===== config.mk =====
export PLATFORM = sky130hd
export DESIGN_NAME = base64_stream_codec
export DESIGN_NICKNAME = d
export VERILOG_FILES = /design/src/rtl/b64_pkg.sv /design/src/rtl/b64_group.sv /design/src/rtl/b64_emit.sv /design/src/rtl/base64_stream_codec.sv
export SDC_FILE = /design/constraint.sdc
export NUM_CORES = 1
export LEC_CHECK = 0
export ABC_AREA = 1
export BUFFER_PORTS_ARGS = -buffer_cell sky130_fd_sc_hd__buf_2
export CELL_PAD_IN_SITES_DETAIL_PLACEMENT = 1
export CELL_PAD_IN_SITES_GLOBAL_PLACEMENT = 1
export CORE_MARGIN = 2
export CORE_UTILIZATION = 35
export CTS_CLUSTER_SIZE = 24
export DETAILED_ROUTE_END_ITERATION = 8
export PLACE_DENSITY = 0.74
export REMOVE_ABC_BUFFERS = 1
export SYNTH_ARGS = -nofsm -noshare
export SYNTH_HDL_FRONTEND = slang
export SYNTH_SLANG_ARGS = --single-unit

===== constraint.sdc =====
create_clock -name clk -period 4.4 [get_ports clk]
set_input_delay 0.44 -clock clk [delete_from_list [all_inputs] [get_ports clk]]
set_output_delay 0.44 -clock clk [all_outputs]
set_load 0.01 [all_outputs]

===== src/rtl/b64_pkg.sv =====
`timescale 1ns / 1ps

package b64_pkg;

  localparam int GroupBits = 24;
  localparam int MaxResults = 4;

  localparam logic OpEncode = 1'b0;
  localparam logic OpDecode = 1'b1;

  localparam logic [7:0] CharPad = 8'h3D;  // '='

  typedef struct packed {
    logic [7:0] data_in;
    logic       end_of_message;
  } in_t;

  typedef struct packed {
    logic [7:0] data_out;
    logic       last_of_run;
    logic       bad_char;
  } out_t;

  // One group's worth of results, handed from the group logic to the output stage.
  typedef struct packed {
    logic                  vld;
    logic [3:0][7:0]       chars;
    logic [2:0]            cnt;
    logic                  bad;
  } b64_bundle_t;

  typedef struct packed {
    logic [5:0] val;
    logic       pad;
    logic       bad;
  } dec_t;

  function automatic logic [7:0] enc_char(input logic [5:0] v);
    logic [7:0] w;
    begin
      w = {2'b00, v};
      if (v < 6'd26) begin
        enc_char = w + 8'd65;
      end else if (v < 6'd52) begin
        enc_char = w + 8'd71;   // 'a' - 26
      end else if (v < 6'd62) begin
        enc_char = w - 8'd4;    // '0' - 52
      end else if (v == 6'd62) begin
        enc_char = 8'h2B;
      end else begin
        enc_char = 8'h2F;
      end
    end
  endfunction

  function automatic dec_t dec_char(input logic [7:0] c);
    dec_t d;
    begin
      d = '0;
      if (c >= 8'h41 && c <= 8'h5A) begin
        d.val = 6'(c - 8'h41);
      end else if (c >= 8'h61 && c <= 8'h7A) begin
        d.val = 6'(c - 8'h47);
      end else if (c >= 8'h30 && c <= 8'h39) begin
        d.val = 6'(c + 8'd4);
      end else if (c == 8'h2B) begin
        d.val = 6'd62;
      end else if (c == 8'h2F) begin
        d.val = 6'd63;
      end else if (c == CharPad) begin
        d.pad = 1'b1;
      end else begin
        d.bad = 1'b1;
      end
      dec_char = d;
    end
  endfunction

endpackage


===== src/rtl/b64_group.sv =====
`timescale 1ns / 1ps

module b64_group (
  input  logic              clk,
  input  logic              rst,
  input  logic              cfg_wr_en,
  input  logic              cfg_wr_data,
  input  logic              accept,
  input  b64_pkg::in_t      in_data,
  output logic              flush,
  output b64_pkg::b64_bundle_t bundle
);
  import b64_pkg::*;

  logic                 mode;
  logic [GroupBits-1:0] group_bits;
  logic [1:0]           group_count;
  logic [1:0]           pad_seen;
  logic                 group_bad;

  logic [GroupBits-1:0] group_bits_next;
  logic [1:0]           group_count_next;
  logic [1:0]           pad_seen_next;
  logic                 group_bad_next;

  dec_t                 dc;
  logic [2:0]           n;
  logic [GroupBits-1:0] bits;
  logic [2:0]           eff;
  logic [2:0]           nbytes;

  always_comb begin
    dc               = dec_char(in_data.data_in);
    n                = {1'b0, group_count} + 3'd1;
    bits             = '0;
    eff              = '0;
    nbytes           = '0;
    flush            = 1'b0;
    bundle           = '0;
    pad_seen_next    = pad_seen;
    group_bad_next   = group_bad;
    group_count_next = group_count;

    if (mode == OpEncode) begin
      group_bits_next = {group_bits[15:0], in_data.data_in};
      flush = (n >= 3'd3) || in_data.end_of_message;
      case (n)
        3'd1:    bits = {group_bits_next[7:0], 16'h0000};
        3'd2:    bits = {group_bits_next[15:0], 8'h00};
        default: bits = group_bits_next;
      endcase
      for (int i = 0; i < MaxResults; i++) begin
        // A group of n bytes gives n + 1 characters, padded out to four.
        if (3'(i) <= n) begin
          bundle.chars[i] = enc_char(bits[GroupBits-1-6*i -: 6]);
        end else begin
          bundle.chars[i] = CharPad;
        end
      end
      bundle.cnt = 3'd4;
      bundle.bad = 1'b0;
    end else begin
      if (dc.pad && pad_seen != 2'd3) begin
        pad_seen_next = pad_seen + 2'd1;
      end
      if (dc.bad) begin
        group_bad_next = 1'b1;
      end
      group_bits_next = {group_bits[17:0], dc.val};
      flush = (n == 3'd4) || in_data.end_of_message;
      case (n)
        3'd1:    bits = {group_bits_next[5:0], 18'h0};
        3'd2:    bits = {group_bits_next[11:0], 12'h0};
        3'd3:    bits = {group_bits_next[17:0], 6'h0};
        default: bits = group_bits_next;
      endcase
      eff = (3'd4 - n) + {1'b0, pad_seen_next};
      if (eff > 3'd3) begin
        eff = 3'd3;
      end
      nbytes = 3'd3 - eff;
      for (int i = 0; i < 3; i++) begin
        bundle.chars[i] = bits[GroupBits-1-8*i -: 8];
      end
      bundle.chars[3] = 8'h00;
      bundle.cnt = nbytes;
      bundle.bad = group_bad_next;
    end

    if (flush) begin
      group_count_next = '0;
    end else begin
      group_count_next = n[1:0];
    end
    bundle.vld = accept && flush && (bundle.cnt != 3'd0);
  end

  always_ff @(posedge clk) begin
    if (rst) begin
      mode        <= OpEncode;
      group_bits  <= '0;
      group_count <= '0;
      pad_seen    <= '0;
      group_bad   <= 1'b0;
    end else if (cfg_wr_en) begin
      mode        <= cfg_wr_data;
      group_bits  <= '0;
      group_count <= '0;
      pad_seen    <= '0;
      group_bad   <= 1'b0;
    end else if (accept) begin
      if (flush) begin
        group_bits  <= '0;
        group_count <= '0;
        pad_seen    <= '0;
        group_bad   <= 1'b0;
      end else begin
        group_bits  <= group_bits_next;
        group_count <= group_count_next;
        pad_seen    <= pad_seen_next;
        group_bad   <= group_bad_next;
      end
    end
  end

endmodule


===== src/rtl/b64_emit.sv =====
`timescale 1ns / 1ps

module b64_emit (
  input  logic                 clk,
  input  logic                 rst,
  input  b64_pkg::b64_bundle_t bundle,
  output logic                 free,
  output logic                 out_valid,
  input  logic                 out_ready,
  output b64_pkg::out_t        out_data
);
  import b64_pkg::*;

  logic [3:0][7:0] chars;
  logic [2:0]      cnt;
  logic            bad;
  logic [1:0]      idx;
  logic            valid;
  logic            last;

  assign last = ({1'b0, idx} == cnt - 3'd1);
  // The holding register can take a new group as soon as its last result leaves.
  assign free = !valid || (out_ready && last);

  assign out_valid            = valid;
  assign out_data.data_out    = chars[idx];
  assign out_data.last_of_run = last;
  assign out_data.bad_char    = bad;

  always_ff @(posedge clk) begin
    if (rst) begin
      valid <= 1'b0;
      idx   <= '0;
    end else if (bundle.vld) begin
      valid <= 1'b1;
      idx   <= '0;
    end else if (valid && out_ready) begin
      if (last) begin
        valid <= 1'b0;
      end else begin
        idx <= idx + 2'd1;
      end
    end
  end

  always_ff @(posedge clk) begin
    if (bundle.vld) begin
      chars <= bundle.chars;
      cnt   <= bundle.cnt;
      bad   <= bundle.bad;
    end
  end

endmodule


===== src/rtl/base64_stream_codec.sv =====
`timescale 1ns / 1ps

// Streaming base64 encoder and decoder (A-Z a-z 0-9 + / alphabet, '=' padding).
// The one-bit mode register, written through cfg_wr_en and cfg_wr_data, selects
// encode (0) or decode (1); a write also drops any partly gathered group, so it
// should only be done between messages while no results are pending. Each input
// transaction carries one byte or character and an end_of_message flag. The
// group logic folds the item into the current group in the cycle it is taken;
// when the group completes, or the message ends, its results (four characters
// when encoding, zero to three bytes when decoding) are loaded in one step into
// a holding register; from the next cycle the output stage sends them one per
// cycle while out_ready is high, marking the last with last_of_run. An input
// transaction that completes a group or ends a message is accepted only in a
// cycle in which the holding register is empty or is giving up its last
// result; items that only gather into a group never wait. When encoding, the
// output side sets the pace; when decoding, the input side does. In decode
// mode, bad_char is set on every byte of a group that held a character outside
// the alphabet; that character counts as zero. Reset is synchronous and
// clears the mode to encode.

module base64_stream_codec (
  input  logic          clk,
  input  logic          rst,
  input  logic          cfg_wr_en,
  input  logic          cfg_wr_data,
  input  logic          in_valid,
  output logic          in_ready,
  input  b64_pkg::in_t  in_data,
  output logic          out_valid,
  input  logic          out_ready,
  output b64_pkg::out_t out_data
);
  import b64_pkg::*;

  b64_bundle_t bundle;
  logic        free;
  logic        flush;
  logic        accept;

  // An item that releases results needs room in the holding register; any other
  // item is only folded into the group and can always be taken.
  assign in_ready = free || !flush;
  assign accept   = in_valid && in_ready;

  b64_group u_group (
    .clk         (clk),
    .rst         (rst),
    .cfg_wr_en   (cfg_wr_en),
    .cfg_wr_data (cfg_wr_data),
    .accept      (accept),
    .in_data     (in_data),
    .flush       (flush),
    .bundle      (bundle)
  );

  // Output stage: holds one group's results and sends them in order.
  b64_emit u_emit (
    .clk       (clk),
    .rst       (rst),
    .bundle    (bundle),
    .free      (free),
    .out_valid (out_valid),
    .out_ready (out_ready),
    .out_data  (out_data)
  );

endmodule


==> results.toml, run 1 <==
[timing]
finalCritPeriodShare_pct = 84.1
worst_pin_slew_ns = 0.983
final_max_slew_viol_count = 0
relSlewSlack_pct = 34.3
setup_viol = 0
timing.fmax_ghz = 0.270
finClkSkew_ns = 0.00560
fin_setup_tns_ns = 0
fin_crit_ns = 3.70
hold_viol_final = 0
rsz0062_at_grt = "false"

[floorplanning]
die_w_microns = 135
floorplan.initialDensity_pct = 36.1
core_sq_um = 16700
die_area_sq_um = 18300
pin_count = 27
dieHeight_microns = 135
num_rows = 47

[drt]
ant_nets = 0
drt_wl_total_microns = 20900
first_pass_iters = 4
drc = 0
via_count = 6143
first_iter_violations = 507
wire_per_inst_microns = 18.2
via_per_inst = 5.34

[clocking]
clk_latency_ns = 0.33
cts_resized = 0
cts_tree = "done"
clkTransAtPathRegs_ns = 0.06
cts_made_buffers = 9
clock_path_buffers = 2
holdBufCountCts = 0
cts-htree-levels = 3
cts_setup_buffers = 0
cts_sinks = 63
cts-root-buf = "clkbuf_16"

[yosys]
syn_area_sq_um = 6030
ys_ff_latch = 63
ys_types = 50
synth_top_cell_by_area = "edfxtp_1"
synth_edf_count = 36
synth_seq_area_share_pct = 26.9
synthCells = 917
synth_top_flop_cell = "edfxtp_1"
synthArstFlopShare_pct = 0
synth_area_leaders = "edfxtp_1 (18%), nand2_1 (17%), dfxtp_1 (9.0%), ha_1 (8.7%), inv_1 (7.1%)"
synth_most_common_cell = "nand2_1"
synth.avg_cell_area_sq_um = 6.57
ys_warn_count = 0
synth_common_cells = "nand2_1 (276), inv_1 (114), nor2_1 (75)"
synth_top_area_share_pct = 17.9

[grt]
grt_pass1_vias = 6231
track_usage_pct = 24.0
grt_max_degree = 55
gr-total-overflow = 0
antenna_found_initial = 0
grt_pass1_wl_microns = 34200

[cells_and_area]
antennaDiodeCount = 0
fin_util_pct = 39.7
nNetsFinal = 984
fillers = 2201
area_growth_pct = 10.1
ff_latch_area_sq_um = 1620
multi_input_area_sq_um = 3770
drive_gt1_share_pct = 8.38

[run_status]
status = "finished, final reports clean"

[power_and_ir_drop]
pwr_density_cell_nw_per_um2 = 280
power_leakage_nw = 3.07
ir_drop_uv = 195

[placement]
hpwl_microns = 16200
numPortBuffers = 26
place_congestion = 0.872

[worst_setup_path]
worst-path-max-fanout = 36
worstPathArrival_ns = 3.73
required_ns = 4.42
criticalPathCategory = "in2reg"
cp-start-kind = "primary input"
critPathCaptureType = "register"

[job]
drv_cap = 0

[worst_hold_path]
hp-class = "in2reg"
==> sequential cells by signal (all words and copies together), names as in the netlist <==
signal,flops
u_emit.chars,32
u_group.group_bits,18
u_emit.cnt,3
u_emit.idx,2
u_group.group_count,2
u_group.pad_seen,2
u_emit.bad,1
u_emit.out_valid,1
u_group.group_bad,1
u_group.mode,1
==> worst paths after layout <==
| check | slack, ns | cells after the start | endpoint | start |
|---|---|---|---|---|
| setup / recovery | 0.70 | 21 | u_emit.chars[31] | in_data[2] |
| hold / removal | 0.30 | 2 | u_emit.out_valid | rst |
| setup reg to reg | 0.91 | 14 | u_emit.chars[12] | u_group.group_count[1] |
| hold reg to reg | 0.47 | 2 | u_group.group_bits[13] | u_group.group_bits[13] |
==> routing by layer <==
layer	routed length [microns]	GRT usage [%]	up-vias
met2	9710	39.2	143
met5	0	0	-
met4	512	6.25	0
met3	961	3.70	31
met1	9760	33.1	2954
li1	-	-	3015
==> report_power, final <==
part           leakage, nW  switching, W  internal (W)  total, W
registers            0.552     0.0000165      0.000655  0.000672
logic                 2.36      0.000286      0.000113  0.000400
clock network        0.157      0.000284      0.000503  0.000787
==> worst max-delay path, cell delays in order <==
cell     delay (ns)
buf_2          0.22
inv_1          0.20
ha_1           0.24
inv_1          0.10
nand2_1        0.06
nand2_1        0.05
nand2_1        0.06
nand2_1        0.16
nand2_2        0.13
nor2_1         0.11
nand2_1        0.15
xnor2_1        0.24
inv_1          0.07
ha_1           0.19
fa_1           0.38
xor2_1         0.19
nand3_1        0.13
nand3_1        0.10
nand4_1        0.15
inv_1          0.13
buf_12         0.22
==> through the flow <==
| stage | total power [W] | instance area (sq um) | worst slack (ns) | hold slack (ns) | instances |
|---|---|---|---|---|---|
| floorplan | 0.000926 | 5850 | 0.424 | 0.441 | 884 |
| global placement | 0.00107 | 6310 | 0.585 | 0.452 | 1135 |
| detailed placement | 0.00108 | 6310 | 0.380 | 0.457 | 1135 |
| CTS | 0.00187 | 6640 | 0.724 | 0.305 | 1151 |
| global route | 0.00194 | 6640 | 0.422 | 0.300 | 1151 |
| finish | 0.00186 | 6640 | 0.698 | 0.303 | 1151 |
==> layout by cell type (no fill, tap or decap), types with 6 or more instances in the layout <==
cell	instances
a21oi_1	59
buf_2	26
clkbuf_16	9
dfxtp_1	27
edfxtp_1	36
ha_1	42
inv_1	114
nand2_1	276
nand3_1	61
nand4_1	6
nor2_1	75
nor3_1	8
o211ai_1	15
o21ai_0	72
o22ai_1	11
xnor2_1	7
xor2_1	23
==> cells by family after synthesis <==
kind of cell	synth area share, %
and+or+nand+nor	30.6
AOI/OAI and AO/OA	18.5
DFF	26.9
buffers and inverters	10.5
xor gates and xnor gates	4.36
adders and majority gates	9.05
==> area by class of cell <==
cell class,count,share of cell area (%)
multi-input cells,699,56.9
flip-flops and latches,63,24.4
inverters,122,6.90
well taps,220,4.15
clock buffers,9,3.39
repair buffers,31,2.72
clock inverters,7,1.55
Power figures use the tool's default switching activity.
==> run 2, diff against run 1 <==
- clock period: 4.4 -> 3.81 ns (I/O delays scaled with it)
==> run 2 against run 1 <==
Compared with the run above: clock skew is 0.0010 ns lower; highest routed layer unchanged; worst hold slack got worse by 0.087 ns; cell area increased by 2.0%; count of clock-buffer cells in the layout increased by 1; total power is 18% higher; final cell count rose by 1.1%; sequential power up 15%; non-clock buffer count up 13.
==> results.toml, run 2 (synthesized netlist as in run 1, its figures left out) <==
[floorplanning]
dieHeight_microns = 135
die_area_sq_um = 18300
core_sq_um = 16700
pin_count = 27
floorplan.initialDensity_pct = 36.1
num_rows = 47
die_w_microns = 135

[drt]
first_pass_iters = 5
via_per_inst = 5.36
wire_per_inst_microns = 18.7
drt_wl_total_microns = 21700
drc = 0
via_count = 6239
ant_nets = 0
first_iter_violations = 346

[grt]
grt_pass1_wl_microns = 34400
grtUsageMet2_pct = 40.7
grt_max_degree = 37
grt_pass1_vias = 6337
track_usage_pct = 24.6
gr-total-overflow = 0
use_met3_pct = 4.23
grtUsageMet1_pct = 31.8
grt-busiest-layer = "met2"
antenna_found_initial = 0

[job]
drv_cap = 0

[cells_and_area]
fillers = 2206
multi_input_area_sq_um = 3780
fin_util_pct = 40.5
final_common_cell = "nand2_1"
nNetsFinal = 997
antennaDiodeCount = 0
drive_gt1_share_pct = 9.64
largestRegisters = "u_emit.chars: 32 flops, u_group.group_bits: 18 flops, u_emit.cnt: 3 flops"
final_cell_mix = "nand2_1 (276), inv_1 (114), nor2_1 (75)"
ff_latch_area_sq_um = 1620
fin_cells = 1164
largest_reg_flops = 32
area_growth_pct = 12.3
top_register = "u_emit.chars"

[timing]
rsz0062_at_grt = "false"
timing.fmax_ghz = 0.291
finalWorstSetupSlack_ns = 0.369
fin_crit_ns = 3.44
final_max_slew_viol_count = 0
setup_viol = 0
finClkSkew_ns = 0.00457
hold_viol_final = 0
whs_ns = 0.216
relSlewSlack_pct = 33.6
finalCritPeriodShare_pct = 90.3
worst_pin_slew_ns = 0.994

[worst_setup_path]
critPathCaptureType = "register"
slowest_stage = "fa_1"
cp_common_cell = "nand2_1"
worstPathCellList = "clkbuf_4 -> inv_1 -> ha_1 -> inv_1 -> nand2_1 -> nand2_1 -> nand2_1 -> nand2_1 -> nand2_2 -> nor2_1 -> nand2_1 -> xnor2_2 -> inv_1 -> ha_1 -> fa_1 -> xor2_1 -> nand3_1 -> nand3_1 -> nand4_1 -> inv_1 -> buf_12"
slowest_delay_ns = 0.40
required_ns = 3.84
rr_worst_depth = 14
worstPathArrival_ns = 3.47
criticalPathCategory = "in2reg"
worst-path-max-fanout = 36
cp-start-kind = "primary input"

[power_and_ir_drop]
power_leakage_nw = 3.16
ir_drop_uv = 201
power.total_w = 0.00220
pwr_density_cell_nw_per_um2 = 325

[clocking]
cts_setup_buffers = 0
holdBufCountCts = 0
cts_tree = "done"
cts_sinks = 63
cts-root-buf = "clkbuf_16"
cts-htree-levels = 3
clkTransAtPathRegs_ns = 0.05
clock_path_buffers = 2
cts_made_buffers = 9
cts_resized = 0
clk_latency_ns = 0.34

[placement]
place_congestion = 0.915
dp_cells = 1148
numPortBuffers = 26
dp_slack_ns = 0.0605
hpwl_microns = 16800

[run_status]
status = "finished, final reports clean"

[worst_hold_path]
hp-class = "in2reg"
worstHoldPathCells = 2
-- run 2: final timing paths --
path / endpoint / startpoint / slack [ns]
worst min-delay path: u_emit.out_valid / rst / 0.22
worst min register to register: u_group.group_bits[16] / u_group.group_bits[16] / 0.47
worst max-delay path: u_emit.chars[17] / in_data[2] / 0.37
worst max register to register: u_emit.chars[12] / u_group.group_count[0] / 0.50
-- run 2: final cells by class --
type	instances	area share (%)
clock buffers	10	3.38
clock inverters	6	1.61
inverters	122	6.77
multi-input cells	699	55.9
flip-flops and latches	63	24.0
well taps	220	4.07
repair buffers	44	4.33
-- run 2: metrics by stage --
step	TNS, ns	area [sq um]
final	0	6770
after global routing	0	6770
after CTS	0	6760
after detailed placement	0	6420
after global placement	0	6420
after floorplan	-3.86	5850
-- run 2: metal layers --
metal / wire length, microns / part of all wire (%) / vias up
met2: 10200 / 47 / 155
met1: 9720 / 45 / 3000
met4: 751 / 3.5 / 0
li1: - / - / 3035
met3: 1060 / 4.9 / 49
met5: 0 / 0 / -
-- run 2: worst max-delay path, delay by kind of cell --
family / cells / cell delay [ns]
xor+xnor: 2 / 0.40
fa+ha+maj: 3 / 0.81
buf+inv: 6 / 0.79
simple gates: 10 / 1.07
-- run 2: where the power goes --
group          total [W]  switching [W]  internal (W)  leakage [nW]
Combinational   0.000478       0.000337      0.000140          2.44
Sequential      0.000775      0.0000182      0.000757         0.552
Clock           0.000945       0.000307      0.000637         0.166
==> run 3, diff against run 2 <==
- REMOVE_ABC_BUFFERS: 1 -> not set
==> run 3 against run 2 <==
Compared with the run above: critical path depth did not move; cell area decreased by 0.15%; via count is 0.88% higher; non-clock buffer count up 2.
==> results.toml, run 3 (synthesized netlist as in run 1, its figures left out) <==
[clocking]
cts_made_buffers = 9
cts_tree = "done"
cts-root-buf = "clkbuf_16"
holdBufCountCts = 0
clock_path_buffers = 2
cts-htree-levels = 3
cts_sinks = 63
clk_latency_ns = 0.35
cts_setup_buffers = 0
cts_resized = 0
clkTransAtPathRegs_ns = 0.06

[cells_and_area]
final_cell_mix = "nand2_1 (276), inv_1 (113), nor2_1 (75)"
antennaDiodeCount = 0
drive_gt1_share_pct = 9.94
largestRegisters = "u_emit.chars: 32 flops, u_group.group_bits: 18 flops, u_emit.cnt: 3 flops"
fin_util_pct = 40.4
top_register = "u_emit.chars"
final_common_cell = "nand2_1"
design_area_sq_um = 6760
area_growth_pct = 12.1
largest_reg_flops = 32
nNetsFinal = 999

[power_and_ir_drop]
pwr-share-clk_pct = 42.8
pwr-share-seq_pct = 35.6
power.total_w = 0.00218
ir_drop_uv = 196
pwr_density_cell_nw_per_um2 = 322
p_sw_share_pct = 31.6
pwr-share-comb_pct = 21.7
power_leakage_nw = 3.13
power_switching_w = 0.000688
p_int_w = 0.00149

[grt]
grt_pass1_wl_microns = 34500
track_usage_pct = 24.6
antenna_found_initial = 0
grt_pass1_vias = 6341
gr-total-overflow = 0
grt_max_degree = 37

[placement]
place_congestion = 0.959
hpwl_microns = 16600
placedInstanceArea_sq_um = 6420
numPortBuffers = 26

[worst_setup_path]
slowest_delay_ns = 0.38
criticalPathCategory = "in2reg"
required_ns = 3.85
worstPathArrival_ns = 3.52
worstPathCellList = "buf_2 -> clkinv_1 -> ha_1 -> inv_1 -> nand2_1 -> nand2_1 -> nand2_1 -> nand2_1 -> nand2_2 -> nor2_1 -> nand2_1 -> xnor2_1 -> inv_1 -> ha_1 -> fa_1 -> xor2_1 -> nand3_1 -> nand3_1 -> nand4_1 -> clkinvlp_4 -> buf_12"
cp_common_cell = "nand2_1"
worst-path-max-fanout = 36
cp-start-kind = "primary input"
critPathCaptureType = "register"
slowest_stage = "fa_1"

[timing]
fin_setup_tns_ns = 0
rsz0062_at_grt = "false"
hold_viol_final = 0
fin_crit_ns = 3.48
timing.fmax_ghz = 0.287
relSlewSlack_pct = 37.3
worst_pin_slew_ns = 0.938
setup_viol = 0
finClkSkew_ns = 0.00706
whs_ns = 0.214
finalCritPeriodShare_pct = 91.3
final_max_slew_viol_count = 0

[floorplanning]
pin_count = 27
num_rows = 47
dieHeight_microns = 135
core_sq_um = 16700
die_area_sq_um = 18300
die_w_microns = 135
floorplan.initialDensity_pct = 36.1

[run_status]
status = "finished, final reports clean"

[job]
drv_cap = 0

[yosys]
synth_nets = 975

[drt]
ant_nets = 0
via_per_inst = 5.40
drt_wl_total_microns = 21800
first_iter_violations = 576
first_pass_iters = 6
wire_per_inst_microns = 18.7
drc = 0
via_count = 6294

[worst_hold_path]
hp-class = "in2reg"
run 3: path summary, 6_finish.rpt:
| path | cells past startpoint | slack [ns] | end | startpoint |
|---|---|---|---|---|
| max reg2reg | 13 | 0.58 | u_emit.chars[16] | u_group.group_count[0] |
| min | 2 | 0.21 | u_emit.out_valid | rst |
| max | 21 | 0.33 | u_emit.chars[0] | in_data[1] |
| min reg2reg | 2 | 0.46 | u_group.group_bits[13] | u_group.group_bits[13] |
run 3: final cells by class:
class	count	area, sq um
well taps	220	275
clock inverters	6	92.6
repair buffers	46	293
inverters	122	462
clock buffers	10	239
multi-input cells	699	3770
fillers	2225	9950
flip-flops and latches	63	1620
run 3: layer usage:
layer	share of wire (%)	track usage (%)	up-vias	routed length (microns)
met2	46	40.6	193	10000
li1	-	-	3037	-
met4	3.7	9.90	0	814
met5	0	0	-	0
met1	44	32.1	3019	9620
met3	6.1	4.08	45	1340
run 3: worst max-delay path: cells and delay by family:
kind                     cells  cell delay (ns)
XOR/XNOR                     2             0.41
adder cells (fa/ha/maj)      3             0.81
buffers and inverters        6             0.80
AND/OR/NAND/NOR             10             1.11
run 3: power groups by stage:
| stage | clock network [W] | logic [W] | registers (W) |
|---|---|---|---|
| after floorplan | 0 | 0.000309 | 0.000780 |
| after global placement | 0 | 0.000456 | 0.000787 |
| after detailed placement | 0 | 0.000464 | 0.000787 |
| after CTS | 0.000941 | 0.000469 | 0.000774 |
| after global routing | 0.000957 | 0.000523 | 0.000777 |
| final | 0.000931 | 0.000472 | 0.000774 |
run 3: through the flow:
stage,cells,worst slack [ns]
2_1_floorplan,917,0.148
3_3_place_gp,1150,0.181
3_5_place_dp,1150,0.0197
4_1_cts,1166,0.344
5_1_grt,1166,0.00502
6_report,1166,0.330
